## src/rtl/ule_pkg.sv

```systemverilog
// ule_pkg: shared types and character constants for the uuencode line encoder
// no dependencies; imported by the front, queue, back and top modules of the block
`default_nettype none

package ule_pkg;

  localparam int CNT_W = 6;                 // byte count per line, up to 45

  localparam logic [6:0] CH_SPACE = 7'd32;  // offset added to every six-bit code
  localparam logic [6:0] CH_GRAVE = 7'd96;  // length char of an empty line
  localparam logic [6:0] CH_NL    = 7'd10;  // line terminator

  // one line job handed from front to back
  typedef struct packed {
    logic [CNT_W-1:0] count;  // bytes in the line, zero means empty line only
    logic             bank;   // line store bank holding the bytes
    logic             tail;   // append the final empty line after this one
  } cmd_t;

  // back tells front that a bank has been read out
  typedef struct packed {
    logic valid;
    logic bank;
  } rel_t;

endpackage

`default_nettype wire

```

## src/rtl/ule_ram.sv

```systemverilog
// ule_ram: generic simple dual-port ram, one write and one registered read port
// no dependencies
`default_nettype none

module ule_ram #(
  parameter int WIDTH = 8,
  parameter int DEPTH = 90
) (
  input  wire logic                     clk,
  input  wire logic                     wr_en,
  input  wire logic [$clog2(DEPTH)-1:0] wr_addr,
  input  wire logic [WIDTH-1:0]         wr_data,
  input  wire logic                     rd_en,
  input  wire logic [$clog2(DEPTH)-1:0] rd_addr,
  output logic      [WIDTH-1:0]         rd_data
);

  logic [WIDTH-1:0] mem_r [DEPTH];

  always_ff @(posedge clk) begin
    if (wr_en) begin
      mem_r[wr_addr] <= wr_data;
    end
    if (rd_en) begin
      rd_data <= mem_r[rd_addr];
    end
  end

endmodule

`default_nettype wire

```

## src/rtl/ule_front.sv

```systemverilog
// ule_front: accepts bytes, writes them to the line store, issues line jobs
// depends on ule_pkg
`default_nettype none

module ule_front #(
  parameter int LINE_BYTES = 45,
  parameter int ADDR_W     = 7
) (
  input  wire logic              clk,
  input  wire logic              rst_n,
  input  wire logic              in_tvalid,
  output logic                   in_tready,
  input  wire logic [7:0]        in_tdata,
  input  wire logic              in_tuser,
  input  wire logic              in_tlast,
  output logic                   push,
  output ule_pkg::cmd_t          push_cmd,
  input  wire logic              q_full,
  input  wire ule_pkg::rel_t     rel,
  output logic                   wr_en,
  output logic [ADDR_W-1:0]      wr_addr,
  output logic [7:0]             wr_data
);

  import ule_pkg::*;

  logic [CNT_W-1:0] count_r, count_nxt;
  logic             bank_r, bank_nxt;
  logic [1:0]       busy_r, busy_nxt;
  logic             acc;
  logic [CNT_W-1:0] cnt_after;
  logic             line_full;

  assign in_tready = !q_full && !busy_r[bank_r];
  assign acc       = in_tvalid && in_tready;
  assign cnt_after = count_r + CNT_W'(in_tuser);
  assign line_full = in_tuser && (cnt_after == CNT_W'(LINE_BYTES));

  assign wr_en   = acc && in_tuser;
  assign wr_addr = ADDR_W'(count_r) + (bank_r ? ADDR_W'(LINE_BYTES) : '0);
  assign wr_data = in_tdata;

  always_comb begin
    count_nxt      = count_r;
    bank_nxt       = bank_r;
    busy_nxt       = busy_r;
    push           = 1'b0;
    push_cmd.count = cnt_after;
    push_cmd.bank  = bank_r;
    push_cmd.tail  = in_tlast;
    if (rel.valid) begin
      busy_nxt[rel.bank] = 1'b0;
    end
    if (acc) begin
      if (line_full || in_tlast) begin
        push      = 1'b1;
        count_nxt = '0;
        if (cnt_after != '0) begin
          busy_nxt[bank_r] = 1'b1;
          bank_nxt         = !bank_r;
        end
      end else begin
        count_nxt = cnt_after;
      end
    end
  end

  always_ff @(posedge clk) begin
    if (!rst_n) begin
      count_r <= '0;
      bank_r  <= 1'b0;
      busy_r  <= '0;
    end else begin
      count_r <= count_nxt;
      bank_r  <= bank_nxt;
      busy_r  <= busy_nxt;
    end
  end

endmodule

`default_nettype wire

```

## src/rtl/ule_cmd_fifo.sv

```systemverilog
// ule_cmd_fifo: two-entry queue of line jobs between front and back
// depends on ule_pkg
`default_nettype none

module ule_cmd_fifo (
  input  wire logic          clk,
  input  wire logic          rst_n,
  input  wire logic          push,
  input  wire ule_pkg::cmd_t push_cmd,
  input  wire logic          pop,
  output ule_pkg::cmd_t      pop_cmd,
  output logic               full,
  output logic               empty
);

  import ule_pkg::*;

  cmd_t       mem_r [2];
  logic       wp_r, rp_r;
  logic [1:0] cnt_r;

  assign full    = (cnt_r == 2'd2);
  assign empty   = (cnt_r == 2'd0);
  assign pop_cmd = mem_r[rp_r];

  always_ff @(posedge clk) begin
    if (push) begin
      mem_r[wp_r] <= push_cmd;
    end
  end

  always_ff @(posedge clk) begin
    if (!rst_n) begin
      wp_r  <= 1'b0;
      rp_r  <= 1'b0;
      cnt_r <= '0;
    end else begin
      if (push) begin
        wp_r <= !wp_r;
      end
      if (pop) begin
        rp_r <= !rp_r;
      end
      cnt_r <= cnt_r + 2'(push) - 2'(pop);
    end
  end

endmodule

`default_nettype wire

```

## src/rtl/ule_back.sv

```systemverilog
// ule_back: reads a line from the store and emits its characters one per transfer
// depends on ule_pkg
`default_nettype none

module ule_back #(
  parameter int LINE_BYTES = 45,
  parameter int ADDR_W     = 7
) (
  input  wire logic          clk,
  input  wire logic          rst_n,
  input  wire logic          q_empty,
  input  wire ule_pkg::cmd_t pop_cmd,
  output logic               pop,
  output ule_pkg::rel_t      rel,
  output logic               rd_en,
  output logic [ADDR_W-1:0]  rd_addr,
  input  wire logic [7:0]    rd_data,
  output logic               out_tvalid,
  input  wire logic          out_tready,
  output logic [6:0]         out_char,
  output logic               out_last
);

  import ule_pkg::*;

  typedef enum logic [2:0] {
    B_IDLE, B_LEN, B_FETCH, B_CHARS, B_NL, B_ELEN, B_ENL
  } bstate_t;

  bstate_t          state_r, state_nxt;
  logic [CNT_W-1:0] cnt_r, cnt_nxt;
  logic             bank_r, bank_nxt;
  logic             tail_r, tail_nxt;
  logic [CNT_W-1:0] gpos_r, gpos_nxt;
  logic [1:0]       fk_r, fk_nxt;
  logic [1:0]       ch_r, ch_nxt;
  logic [23:0]      word_r, word_nxt;
  logic             pend_r;
  logic             vld_r, vld_nxt;
  logic [6:0]       char_r, char_nxt;
  logic             last_r, last_nxt;
  logic             ld;
  logic [CNT_W-1:0] pos;
  logic [CNT_W:0]   gend;

  assign out_tvalid = vld_r;
  assign out_char   = char_r;
  assign out_last   = last_r;

  assign ld      = !vld_r || out_tready;
  assign pos     = gpos_r + CNT_W'(fk_r);
  assign gend    = {1'b0, gpos_r} + (CNT_W+1)'(3);
  assign rd_en   = (state_r == B_FETCH) && (fk_r != 2'd3) && (pos < cnt_r);
  assign rd_addr = ADDR_W'(pos) + (bank_r ? ADDR_W'(LINE_BYTES) : '0);
  assign pop     = (state_r == B_IDLE) && !q_empty;

  always_comb begin
    state_nxt = state_r;
    cnt_nxt   = cnt_r;
    bank_nxt  = bank_r;
    tail_nxt  = tail_r;
    gpos_nxt  = gpos_r;
    fk_nxt    = fk_r;
    ch_nxt    = ch_r;
    word_nxt  = word_r;
    vld_nxt   = vld_r && !out_tready;
    char_nxt  = char_r;
    last_nxt  = last_r;
    rel.valid = 1'b0;
    rel.bank  = bank_r;
    case (state_r)
      B_IDLE: begin
        if (!q_empty) begin
          cnt_nxt   = pop_cmd.count;
          bank_nxt  = pop_cmd.bank;
          tail_nxt  = pop_cmd.tail;
          state_nxt = (pop_cmd.count != '0) ? B_LEN : B_ELEN;
        end
      end
      B_LEN: begin
        if (ld) begin
          vld_nxt   = 1'b1;
          char_nxt  = 7'(cnt_r) + CH_SPACE;
          last_nxt  = 1'b0;
          gpos_nxt  = '0;
          fk_nxt    = '0;
          state_nxt = B_FETCH;
        end
      end
      B_FETCH: begin
        // read issued at fk, data captured in the next cycle
        if (fk_r != 2'd0) begin
          word_nxt = {word_r[15:0], pend_r ? rd_data : 8'd0};
        end
        fk_nxt = fk_r + 2'd1;
        if (fk_r == 2'd3) begin
          ch_nxt    = '0;
          state_nxt = B_CHARS;
        end
      end
      B_CHARS: begin
        if (ld) begin
          vld_nxt  = 1'b1;
          char_nxt = {1'b0, word_r[23:18]} + CH_SPACE;
          last_nxt = 1'b0;
          word_nxt = {word_r[17:0], 6'd0};
          ch_nxt   = ch_r + 2'd1;
          if (ch_r == 2'd3) begin
            gpos_nxt = gend[CNT_W-1:0];
            fk_nxt   = '0;
            state_nxt = (gend >= {1'b0, cnt_r}) ? B_NL : B_FETCH;
          end
        end
      end
      B_NL: begin
        if (ld) begin
          vld_nxt   = 1'b1;
          char_nxt  = CH_NL;
          last_nxt  = !tail_r;
          rel.valid = 1'b1;
          state_nxt = tail_r ? B_ELEN : B_IDLE;
        end
      end
      B_ELEN: begin
        if (ld) begin
          vld_nxt   = 1'b1;
          char_nxt  = CH_GRAVE;
          last_nxt  = 1'b0;
          state_nxt = B_ENL;
        end
      end
      B_ENL: begin
        if (ld) begin
          vld_nxt   = 1'b1;
          char_nxt  = CH_NL;
          last_nxt  = 1'b1;
          state_nxt = B_IDLE;
        end
      end
      default: begin
        state_nxt = B_IDLE;
      end
    endcase
  end

  always_ff @(posedge clk) begin
    if (!rst_n) begin
      state_r <= B_IDLE;
      vld_r   <= 1'b0;
      pend_r  <= 1'b0;
    end else begin
      state_r <= state_nxt;
      vld_r   <= vld_nxt;
      pend_r  <= rd_en;
    end
    cnt_r  <= cnt_nxt;
    bank_r <= bank_nxt;
    tail_r <= tail_nxt;
    gpos_r <= gpos_nxt;
    fk_r   <= fk_nxt;
    ch_r   <= ch_nxt;
    word_r <= word_nxt;
    char_r <= char_nxt;
    last_r <= last_nxt;
  end

endmodule

`default_nettype wire

```

## src/rtl/uuencode_line_encoder.sv

```systemverilog
// uuencode_line_encoder: top level, byte stream in, uuencoded line characters out
// depends on ule_pkg, ule_front, ule_cmd_fifo, ule_back, ule_ram
//
//   channel  | direction | tdata                  | tuser        | tlast
//   ---------+-----------+------------------------+--------------+--------------
//   in_      | slave     | [7:0] data_byte        | byte_present | end_of_stream
//   out_     | master    | [6:0] out_char, [7] 0  | -            | last_of_run
//
// the front stalls only while the bank it is filling still waits to be read out
// or the two-entry job queue is full
// a line's back sequence: taking the job, the length char, then per three-byte
// group up to three store reads and four char transfers, then the newline; the
// final empty line adds a grave length char and its newline
// the line store is two banks of LINE_BYTES bytes in one ram, so one line is
// filled while the previous one is sent out
// rst_n is synchronous, active low; it clears the job queue, the front counter,
// bank busy flags, back state and output valid; the line store itself is not cleared
// out_tvalid only drops after a transfer; while a char is pending and out_tready
// is low, the back stage waits in its char states
`default_nettype none

module uuencode_line_encoder #(
  parameter int LINE_BYTES = 45
) (
  input  wire logic       clk,
  input  wire logic       rst_n,
  input  wire logic       in_tvalid,
  output logic            in_tready,
  input  wire logic [7:0] in_tdata,   // [7:0] data_byte
  input  wire logic       in_tuser,   // [0] byte_present
  input  wire logic       in_tlast,   // end_of_stream
  output logic            out_tvalid,
  input  wire logic       out_tready,
  output logic [7:0]      out_tdata,  // [6:0] out_char, [7] zero fill
  output logic            out_tlast   // last_of_run
);

  import ule_pkg::*;

  // two banks of the line store
  localparam int RAM_DEPTH = 2 * LINE_BYTES;
  localparam int ADDR_W    = $clog2(RAM_DEPTH);

  // front to queue
  logic push;
  cmd_t push_cmd;
  logic q_full;

  // queue to back
  logic pop;
  cmd_t pop_cmd;
  logic q_empty;

  // bank release from back to front
  rel_t rel;

  // store ports
  logic              wr_en;
  logic [ADDR_W-1:0] wr_addr;
  logic [7:0]        wr_data;
  logic              rd_en;
  logic [ADDR_W-1:0] rd_addr;
  logic [7:0]        rd_data;

  logic [6:0] out_char;

  ule_front #(
    .LINE_BYTES(LINE_BYTES),
    .ADDR_W    (ADDR_W)
  ) u_front (
    .clk      (clk),
    .rst_n    (rst_n),
    .in_tvalid(in_tvalid),
    .in_tready(in_tready),
    .in_tdata (in_tdata),
    .in_tuser (in_tuser),
    .in_tlast (in_tlast),
    .push     (push),
    .push_cmd (push_cmd),
    .q_full   (q_full),
    .rel      (rel),
    .wr_en    (wr_en),
    .wr_addr  (wr_addr),
    .wr_data  (wr_data)
  );

  ule_cmd_fifo u_fifo (
    .clk     (clk),
    .rst_n   (rst_n),
    .push    (push),
    .push_cmd(push_cmd),
    .pop     (pop),
    .pop_cmd (pop_cmd),
    .full    (q_full),
    .empty   (q_empty)
  );

  ule_ram #(
    .WIDTH(8),
    .DEPTH(RAM_DEPTH)
  ) u_store (
    .clk    (clk),
    .wr_en  (wr_en),
    .wr_addr(wr_addr),
    .wr_data(wr_data),
    .rd_en  (rd_en),
    .rd_addr(rd_addr),
    .rd_data(rd_data)
  );

  ule_back #(
    .LINE_BYTES(LINE_BYTES),
    .ADDR_W    (ADDR_W)
  ) u_back (
    .clk       (clk),
    .rst_n     (rst_n),
    .q_empty   (q_empty),
    .pop_cmd   (pop_cmd),
    .pop       (pop),
    .rel       (rel),
    .rd_en     (rd_en),
    .rd_addr   (rd_addr),
    .rd_data   (rd_data),
    .out_tvalid(out_tvalid),
    .out_tready(out_tready),
    .out_char  (out_char),
    .out_last  (out_tlast)
  );

  // char in the low seven bits, zero fill to a whole byte
  assign out_tdata = {1'b0, out_char};

endmodule

`default_nettype wire

```

## config.mk

```make
export PLATFORM = sky130hd
export DESIGN_NAME = uuencode_line_encoder
export DESIGN_NICKNAME = d
export VERILOG_FILES = /design/src/rtl/ule_pkg.sv /design/src/rtl/ule_ram.sv /design/src/rtl/ule_front.sv /design/src/rtl/ule_cmd_fifo.sv /design/src/rtl/ule_back.sv /design/src/rtl/uuencode_line_encoder.sv
export SDC_FILE = /design/constraint.sdc
export NUM_CORES = 1
export LEC_CHECK = 0
export ABC_AREA = 1
export BUFFER_PORTS_ARGS = -buffer_cell sky130_fd_sc_hd__buf_2
export CAP_MARGIN = 25
export CORE_UTILIZATION = 40
export CTS_CLUSTER_DIAMETER = 40
export DETAILED_ROUTE_END_ITERATION = 16
export HOLD_SLACK_MARGIN = 0.05
export PLACE_DENSITY = 0.59
export RECOVER_POWER = 25
export SYNTH_ARGS = -nofsm -noshare
export SYNTH_HDL_FRONTEND = slang
export SYNTH_HIERARCHICAL = 1
export SYNTH_SLANG_ARGS = --single-unit
```

## constraint.sdc

```tcl
create_clock -name clk -period 3.7 [get_ports clk]
set_input_delay 0.37 -clock clk [delete_from_list [all_inputs] [get_ports clk]]
set_output_delay 0.37 -clock clk [all_outputs]
set_load 0.02 [all_outputs]
```

After elaboration in Yosys (flattened, before gate mapping)
Memories as Yosys holds them, arrays and structs flattened. A register that Yosys moved wholly into a read port is not among the register bits. Index checks and enable logic that the tools add are counted.

Bits in registers: 68. Latch bits: 0. Memory bits (writable): 736. Bits in read-only memories: 0. Input bits: 14. Output and inout bits: 11. Logic and storage cells: 167. Memories kept: 2.

Add/sub/neg operators: 11. Multiply operators: 0. Div/mod/pow operators: 0. Magnitude comparators: 6. Eq/ne operators: 22. Shift-type cells: 0. Multiplexer cells: 61. Bitwise gates (word level): 4. Reductions and logical operators: 43.

Memory list: u_store.mem_r (words 90, bits a word 8, read ports 1, clocked after Yosys merged registers in 1, wr ports 1, RTL line ule_ram.sv:18) `logic [WIDTH-1:0] mem_r [DEPTH];`; u_fifo.mem_r (words 2, bits a word 8, read ports 1, clocked after Yosys merged registers in 1, wr ports 1, RTL line ule_cmd_fifo.sv:18) `cmd_t mem_r [2];`.

Operator list (number): 24-bit 2-to-1 mux (2); 24-bit one-hot mux with 2 select lines (1); 6-bit 2-to-1 mux (6); 3-bit 2-to-1 mux (11); 7-bit 2-to-1 mux (4); 7-bit one-hot mux with 4 select lines (1); 3-bit one-hot mux with 7 select lines (1); 1-bit 2-to-1 mux (19); 2-bit 2-to-1 mux (9); 2-bit by 1-bit inequality test with 1-bit output, second input constant (8); 6-bit by 6-bit adder with 7-bit output, second input constant (2); 6-bit by 7-bit adder with 7-bit output (2); 6-bit one-hot mux with 2 select lines (1); 4-bit AND reduction (3); 6-bit nonzero test (2); 1-bit logical AND (10); 3-bit equality test, second input constant (3); 1-bit logical NOT (9); 3-bit AND reduction (3); 8-bit 2-to-1 mux (1); 2-bit inequality test, second input constant (4); 8-bit AND reduction (1); 6-bit by 2-bit adder with 7-bit output, second input constant (1); 7-bit by 6-bit greater-or-equal comparator with 1-bit output (1); other kinds (31) (42).

Depth between registers and ports, before layout
Gate-level depths: netlist (run 1).

Depth after elaboration: 11. Gate-level depth with buffers: 17. Depth with buffers taken out: 15.

Modules after synthesis
The synthesis (run 1) kept the hierarchy.

Modules (own cells, without submodules): ule_ram (times used 1, cells an instance 2511, area each 29766.0 um^2, sequential area each 21861.0 um^2); ule_back (times used 1, cells an instance 319, area each 2989.1 um^2, sequential area each 1601.5 um^2); ule_front (times used 1, cells an instance 121, area each 852.1 um^2, sequential area each 180.2 um^2); ule_cmd_fifo (times used 1, cells an instance 58, area each 837.1 um^2, sequential area each 580.6 um^2); uuencode_line_encoder (times used 1, cells an instance 2, area each 11.3 um^2, sequential area each 0.0 um^2).

Worst setup path before layout (run 1)
Ideal clock, no wire load.

Path kind: register -> register. Start point: reg u_back.gpos_r[0]. End point: reg u_store.rd_data[2] (read register of u_store.mem_r) (data pin). Library setup time: 0.252 ns. Arrival: 2.842 ns. Data required time: 3.448 ns. Slack: 0.606 ns. Cell stages (with the launch flop): 18. Path buffers: 3. Period minus slack after synthesis: 3.094 ns. Cell sequence: edfxtp_1 > ha_1 > fa_1 > xor2_1 > ha_1 > nand2_1 > o21ai_0 > xor2_1 > clkbuf_1 > inv_1 > buf_2 > buf_2 > nand2_1 > nand3_1 > nand3_1 > nand2_1 > nand2_1 > nand2_1.

Elaborated cells between the ends (all ways): 4. Those cells by class: 2 x add/sub; 1 x order compare; 1 x reduce/logical.

RTL lines: start: declaration (RTL line ule_back.sv:34) `logic [CNT_W-1:0] gpos_r, gpos_nxt;`; start signal: assignment (RTL line ule_back.sv:159) `gpos_r <= gpos_nxt;`; 6-bit by 2-bit adder with 6-bit output (RTL line ule_back.sv:51) `assign pos = gpos_r + CNT_W'(fk_r);`; 6-bit by 7-bit adder with 7-bit output (RTL line ule_back.sv:54) `assign rd_addr = ADDR_W'(pos) + (bank_r ? ADDR_W'(LINE_BYTES) : '0);`; net rd_addr[3] (RTL line uuencode_line_encoder.sv:62) `logic [ADDR_W-1:0] rd_addr;`; end: declaration (RTL line ule_ram.sv:15) `output logic [WIDTH-1:0] rd_data`.

The timed path passes the listed nets, and every way through them passes these cells. A chain may end at the register's enable or synchronous reset.

Worst setup path in the final report (run 1)
Start point: reg u_back.gpos_r[0]. End point: reg u_store.rd_data[5] (read register of u_store.mem_r) (data pin).

The elaborated chain is that of the path after synthesis.

==> results_dict.tcl, run 1 <==
set metrics [dict create \
    detailed_placer_s_ending_hpwl_mm 51.3 \
    final-setup-viol-count 0 \
    synth_flop_cell "edfxtp_1" \
    number_of_global_route_vias_before_repair 21330 \
    synthArstFlopShare_pct 0 \
    routed-via-count 22737 \
    synth_top_cells_by_area "edfxtp_1 (69%), nand2_1 (9.7%), nand3_1 (6.9%)" \
    startpoint_type "register" \
    post_synth_instance_area_mm2 0.0345 \
    placementRows 107 \
    tritoncts "done" \
    critical_hold_path_startpoint "in_tuser" \
    worst-r2r-setup-slack_ns 0.19 \
    r2r.worst_path.cells 15 \
    grt_setup_unrepaired "false" \
    ff_latch_area_mm2 0.0242 \
    maxCapViolations 7 \
    synth_top_area_share_pct 69.2 \
    ys_warn_count 6 \
    yosys.cell_types.count 48 \
    gr-usage-all-layers_pct 20.2 \
    worst_path_max_delay_cell "edfxtp_1" \
    fmaxAchievable_ghz 0.285 \
    slew_violations 227 \
    synth.avg_cell_area_um2 11.4 \
    synth-edff-count 794 \
    placed_cell_area_mm2 0.0363 \
    core_area_mm2 0.0853 \
    whs_endpoint "u_fifo/mem_r[0][2]" \
    wire_per_inst_um 20.0 \
    netlist.top_cell.by_area "edfxtp_1" \
    hold_path_class "in -> reg" \
    slowest_delay_ns 0.44 \
    yosys_register_bits 813 \
    period_minus_slack_ns 3.51 \
    finalCoreUtilization_pct 47.0 \
    cp_top_family "adder cells" \
    worstHoldPathCells 2 \
    initial_antenna_violation_count 0 \
    area_delta_synth_final_pct 16.4 \
    routed_wl_mm 87.4 \
    critPathKind "reg -> reg" \
    filler_cell_count 7735 \
    final_min_period_over_clock_period_pct 94.9 \
    clock-skew-final_ns 0.0355 \
    antenna_violating_nets_remaining 0 \
    required_ns 4.14 \
    num_io_pins 25 \
    insertedDiodeCount 0 \
    cts_buf_count 114 \
    grt_start_max_net_pins 111 \
    final_layout_size_suffix_gt1_share_pct 12.4 \
    port-buffer-count 23 \
    die_area_mm2 0.0873 \
    routabilityCongestion 0.846 \
    violated_checks "max-capacitance violations, max-slew violations" \
    synthCells 3011 \
    tightestPinTransition_ns 3.18 \
    regToRegStartpoint "u_back/gpos_r[0]" \
    post_drt_via_cell_ratio 5.21 \
    clockBufferDepth 3 \
    detailedRoute.firstIterationViolations 2167 \
    cts.htree.levels 3 \
    max_slew_margin_pct -112 \
    worst_path_most_repeated_cell "nand2_1" \
    run_status "finished, violations left" \
    clock_sink_count 813 \
    root_cell_of_the_clock_tree "clkbuf_16" \
    category_of_the_worst_setup_path_capture_point "register" \
    place_inst 4144 \
    design.final.nets 3168 \
    layout_cells_excl_fill 4364 \
    worst_setup_hold_path_clk_slew_ns 0.06 \
    clock_insertion_delay_worst_skew_ns 0.70 \
    drt_drc_violations_left 0 \
    timing.final.hold_violations 0 \
    die_height_um 295 \
    crit_cells 15 \
    die_w_um 295 \
    timing.critical_path.cells "ha_1, fa_1, xor2_1, ha_2, xor2_4, clkinv_2, buf_4, nand3_1, nand2_1, nand2_1, nand3_1, nand3_1, nand2_1, nand2_1, nand2_1" \
    critical_path.n_buffers_inverters 2 \
    detailedRoute.firstPassIterationCount 5 \
    multi_input_area_mm2 0.00884 \
    crit_arrival_ns 3.95 \
    worstReg2RegEnd "u_store/rd_data[5]" \
    final_cell_area_mm2 0.0401 \
    initial_utilization_pct 40.4 \
    syn_nets 3057 \
    fin_tns_setup_ns 0 \
    crit_path_max_fanout 36 \
    gr-total-overflow 0 \
    grt_first_pass_wirelength_mm 133 \
    sequential_element_share_of_the_synthesized_area_pct 70.3 \
]
-- registers in the layout, summed over array words and instances (netlist names), named ones only --
name               cells
u_front/count_r        6
u_back/fk_r            2
u_back/tail_r          1
u_back/word_r         24
u_front/bank_r         1
u_store/rd_data        8
u_back/cnt_r           6
u_back/state_r         3
u_fifo/rp_r            1
u_back/bank_r          1
u_back/out_char        7
u_back/out_last        1
u_fifo/cnt_r           2
u_fifo/wp_r            1
u_fifo/mem_r          16
u_back/out_tvalid      1
u_back/ch_r            2
u_store/mem_r        720
u_back/pend_r          1
u_front/busy_r         2
u_back/gpos_r          6
-- timing repair --
action                     CTS  global route
gates resized for setup      0             5
setup buffers                0             0
hold endpoints to repair    10             0
hold buffers                 3             0
setup endpoints to repair    0             8
-- stage by stage --
stage | hold WS [ns] | setup slack, ns
global route | 0.106 | 0.00759
detailed placement | 0.474 | 0.158
floorplan | 0.443 | 0.606
CTS | 0.0819 | 0.129
finish | 0.116 | 0.189
global placement | 0.460 | 0.190
-- Yosys cell counts (7+ instances only) --
master / n
nor2_1: 259
mux2_4: 8
buf_1: 7
inv_1: 86
o21ai_1: 10
dfxtp_1: 19
ha_1: 31
clkbuf_1: 33
buf_6: 26
edfxtp_1: 794
nand3_1: 475
buf_2: 68
nand2_2: 8
a21oi_1: 22
o22ai_1: 48
nor3_1: 11
xor2_1: 13
buf_4: 39
nand2_1: 894
o21ai_0: 111
inv_2: 8
-- layout make-up --
cell class / count / share of cell area (%)
clock inverter: 91 / 2.23
clock buffer: 123 / 7.20
tap: 1144 / 3.57
multi-input combinational: 1926 / 22.0
sequential: 813 / 60.4
inverter: 97 / 0.954
timing repair buffer: 170 / 3.63
-- layout by cell type, fill, tap and decap left out, types with 4 or more instances in the layout --
master | Yosys | layout
nand2_1 | 894 | 894
edfxtp_1 | 794 | 794
nand3_1 | 475 | 475
nor2_1 | 259 | 259
buf_4 | 39 | 120
clkbuf_16 | 0 | 114
o21ai_0 | 111 | 111
inv_1 | 86 | 84
o22ai_1 | 48 | 48
ha_1 | 31 | 28
clkinv_2 | 0 | 21
a21oi_1 | 22 | 21
clkbuf_1 | 33 | 19
dfxtp_1 | 19 | 19
buf_12 | 0 | 18
clkinvlp_4 | 0 | 17
clkinv_1 | 2 | 16
buf_2 | 68 | 14
inv_6 | 0 | 13
clkinv_4 | 0 | 11
xor2_1 | 13 | 11
nor3_1 | 11 | 11
o21ai_1 | 10 | 10
bufinv_16 | 0 | 9
inv_2 | 8 | 8
nand2_2 | 8 | 8
mux2_4 | 8 | 8
inv_16 | 0 | 4
nand4_1 | 4 | 4
-- worst register-to-register path, cell delays in order, from the launching register on --
cell      delay, ns
edfxtp_1       0.44
ha_1           0.26
fa_1           0.41
xor2_1         0.20
ha_2           0.41
xor2_4         0.27
clkinv_2       0.10
buf_4          0.29
nand3_1        0.18
nand2_1        0.11
nand2_1        0.08
nand3_1        0.16
nand3_1        0.18
nand2_1        0.10
nand2_1        0.07
nand2_1        0.05
-- routing by layer --
layer,vias to the layer above,share of wire (%),GRT usage [%]
met4,0,2.7,6.26
met2,717,48,32.7
li1,10743,-,-
met5,-,0,0
met3,146,6.1,3.01
met1,11131,43,28.0
-- worst max path at each step --
stage,start,to
after global placement,u_back/gpos_r[0],u_store/rd_data[5]
after CTS,u_back/gpos_r[0],u_store/rd_data[5]
after global routing,u_back/gpos_r[0],u_store/rd_data[0]
after detailed placement,u_back/gpos_r[0],u_store/rd_data[5]
after floorplan,u_back/gpos_r[0],u_store/rd_data[2]
final,u_back/gpos_r[0],u_store/rd_data[5]
-- logic make-up (layout without fill, tap and decap cells) --
kind of cell	after synthesis	count (layout)	share of synthesized area, %
buf+inv	272	481	4.26
flops	813	813	70.3
mux	8	8	0.349
simple gates	1666	1666	20.2
compound gates	203	203	3.25
fa+ha+maj	32	32	1.18
xor+xnor	16	16	0.429
other cells	1	1	0.0109
Power of run 1 is not shown: default switching activity piles up to over one toggle a cycle in this logic, so the estimate is an artifact.
==> inputs of run 2 (changes only) <==
Settings changed: CELL_PAD_IN_SITES_DETAIL_PLACEMENT set to 2, CELL_PAD_IN_SITES_GLOBAL_PLACEMENT set to 2, PLACE_DENSITY 0.59 to 0.78.
==> results_dict.tcl, run 2 (synthesis results as in run 1) <==
set metrics [dict create \
    gr-usage-all-layers_pct 28.7 \
    design.final.nets 3197 \
    detailed_placer_s_ending_hpwl_mm 73.3 \
    root_cell_of_the_clock_tree "clkbuf_16" \
    detailedRoute.firstPassIterationCount 5 \
    initial_utilization_pct 40.4 \
    period_minus_slack_ns 3.64 \
    final_min_period_over_clock_period_pct 98.3 \
    cts_buf_count 135 \
    tritoncts "done" \
    filler_cell_count 8371 \
    ff_latch_area_mm2 0.0242 \
    insertedDiodeCount 0 \
    detailedRoute.firstIterationViolations 1896 \
    initial_antenna_violation_count 3 \
    die_area_mm2 0.0873 \
    place_inst 4152 \
    placementRows 107 \
    core_area_mm2 0.0853 \
    maxCapViolations 9 \
    grt_start_max_net_pins 173 \
    worst_setup_hold_path_clk_slew_ns 0.05 \
    crit_path_max_fanout 17 \
    clockBufferDepth 3 \
    critPathKind "reg -> reg" \
    routed_wl_mm 124 \
    busiest_layer "met2" \
    cts.htree.levels 4 \
    clock-skew-final_ns 0.0240 \
    wire_per_inst_um 28.2 \
    slew_violations 372 \
    antenna_violating_nets_remaining 0 \
    layout_cells_excl_fill 4402 \
    clock_sink_count 813 \
    routabilityCongestion 0.837 \
    routed-via-count 24871 \
    timing.critical_path.from "u_back/fk_r[1]" \
    num_io_pins 25 \
    most-common-layout-cells "nand2_1 (894), edfxtp_1 (794), nand3_1 (475)" \
    critical_hold_path_startpoint "in_tuser" \
    gr-total-overflow 0 \
    hold_path_class "in -> reg" \
    max_slew_margin_pct -93.1 \
    r2r.worst_path.cells 14 \
    run_status "finished, violations left" \
    violated_checks "max-capacitance violations, max-slew violations" \
    worst-r2r-setup-slack_ns 0.06 \
    required_ns 4.16 \
    crit_arrival_ns 4.10 \
    final_layout_size_suffix_gt1_share_pct 13.1 \
    final_common_cell "nand2_1" \
    regToRegStartpoint "u_back/fk_r[1]" \
    timing.critical_path.cells "ha_1, nand3_1, nand2_1, xor2_2, ha_2, a21oi_1, and2_1, xnor2_2, inv_1, buf_4, buf_4, nand3_1, nand3_1, nand2_1" \
    worstReg2RegEnd "u_store/rd_data[4]" \
    grt_use_met3_pct 5.19 \
    post_drt_via_cell_ratio 5.65 \
    startpoint_type "register" \
    grt_util_met1_pct 34.4 \
    die_w_um 295 \
    largestRegisters "u_store/mem_r: 720 flops, u_back/word_r: 24 flops, u_fifo/mem_r: 16 flops" \
    die_height_um 295 \
    whs_endpoint "u_fifo/mem_r[1][2]" \
    port-buffer-count 23 \
    drt_drc_violations_left 0 \
    tightestPinTransition_ns 2.90 \
    groute.layer.met2.usage_pct 49.9 \
    worstHoldPathCells 2 \
    worst_path_most_repeated_cell "nand3_1" \
    multi_input_area_mm2 0.00888 \
    clock_insertion_delay_worst_skew_ns 0.72 \
    flip_flop_count_of_the_largest_register_all_copies_and_words_added 720 \
    register_with_the_highest_flop_count "u_store/mem_r" \
    number_of_global_route_vias_before_repair 27632 \
    grt_first_pass_wirelength_mm 183 \
    grt_setup_unrepaired "false" \
    worst_path_max_delay_cell "edfxtp_1" \
    cts.repair_timing.setup_buffer_count 0 \
    timing.final.hold_violations 0 \
    slowest_delay_ns 0.51 \
    area_delta_synth_final_pct 18.9 \
    fmaxAchievable_ghz 0.275 \
    final-setup-viol-count 0 \
    category_of_the_worst_setup_path_capture_point "register" \
]
[run 2: cell count changes in the layout (fill, tap and decap cells not counted), sizes merged]
| cell | delta |
|---|---|
| buf | +6 |
| clkbuf | +34 |
| bufinv | +11 |
| clkinvlp | -9 |
| inv | -5 |
| dlygate4sd3 | +1 |
[run 2: per-layer routing]
layer	wire length, um	part of all wire [%]
met3	6810	5.5
met4	5380	4.3
met1	48700	39
met5	22	0.018
met2	63200	51
[run 2: how the worst max path moves through the flow]
| stage | end | slack [ns] | cells after the start |
|---|---|---|---|
| floorplan | u_store/rd_data[2] | 0.61 | 17 |
| global placement | u_store/rd_data[5] | 0.10 | 15 |
| detailed placement | u_store/rd_data[3] | -0.006 | 15 |
| CTS | u_store/rd_data[4] | 0.03 | 16 |
| global route | u_store/rd_data[4] | 0.009 | 14 |
| finish | u_store/rd_data[4] | 0.06 | 14 |
[run 2: area by class of cell]
cell class | count | area share (%)
flip-flops and latches | 813 | 59.1
multi-input cells | 1926 | 21.7
clock buffers | 156 | 8.64
repair buffers | 178 | 3.50
well taps | 1144 | 3.49
clock inverters | 88 | 2.63
inverters | 97 | 0.913
[run 2: metrics by stage]
stage / utilization [%] / setup WS, ns / hold slack, ns / cell area [um^2] / TNS (ns)
after CTS: 48.0 / 0.0259 / 0.0771 / 40900 / 0
final: 48.0 / 0.0613 / 0.138 / 41000 / 0
after global routing: 48.0 / 0.00950 / 0.147 / 41000 / 0
after global placement: 42.5 / 0.103 / 0.462 / 36300 / 0
after detailed placement: 42.5 / -0.00585 / 0.500 / 36300 / -0.00605
after floorplan: - / 0.606 / 0.443 / 34500 / 0
[run 2: repair_timing]
action                                 4_1_cts  5_1_grt
setup endpoints to repair                    8       12
hold buffers                                 3        1
pin swaps                                    0        0
resized for setup                            6        7
endpoints found under the hold margin       11        6
[run 2: worst max-delay path, delay by kind of cell, from the launching register on]
family | cells | cell delay, ns
buffers and inverters | 3 | 0.68
adders and majority gates | 2 | 0.75
AOI/OAI and AO/OA | 1 | 0.16
DFF | 1 | 0.51
xor gates and xnor gates | 2 | 0.39
and+or+nand+nor | 6 | 0.89
Power of run 2 is left out for the same reason.
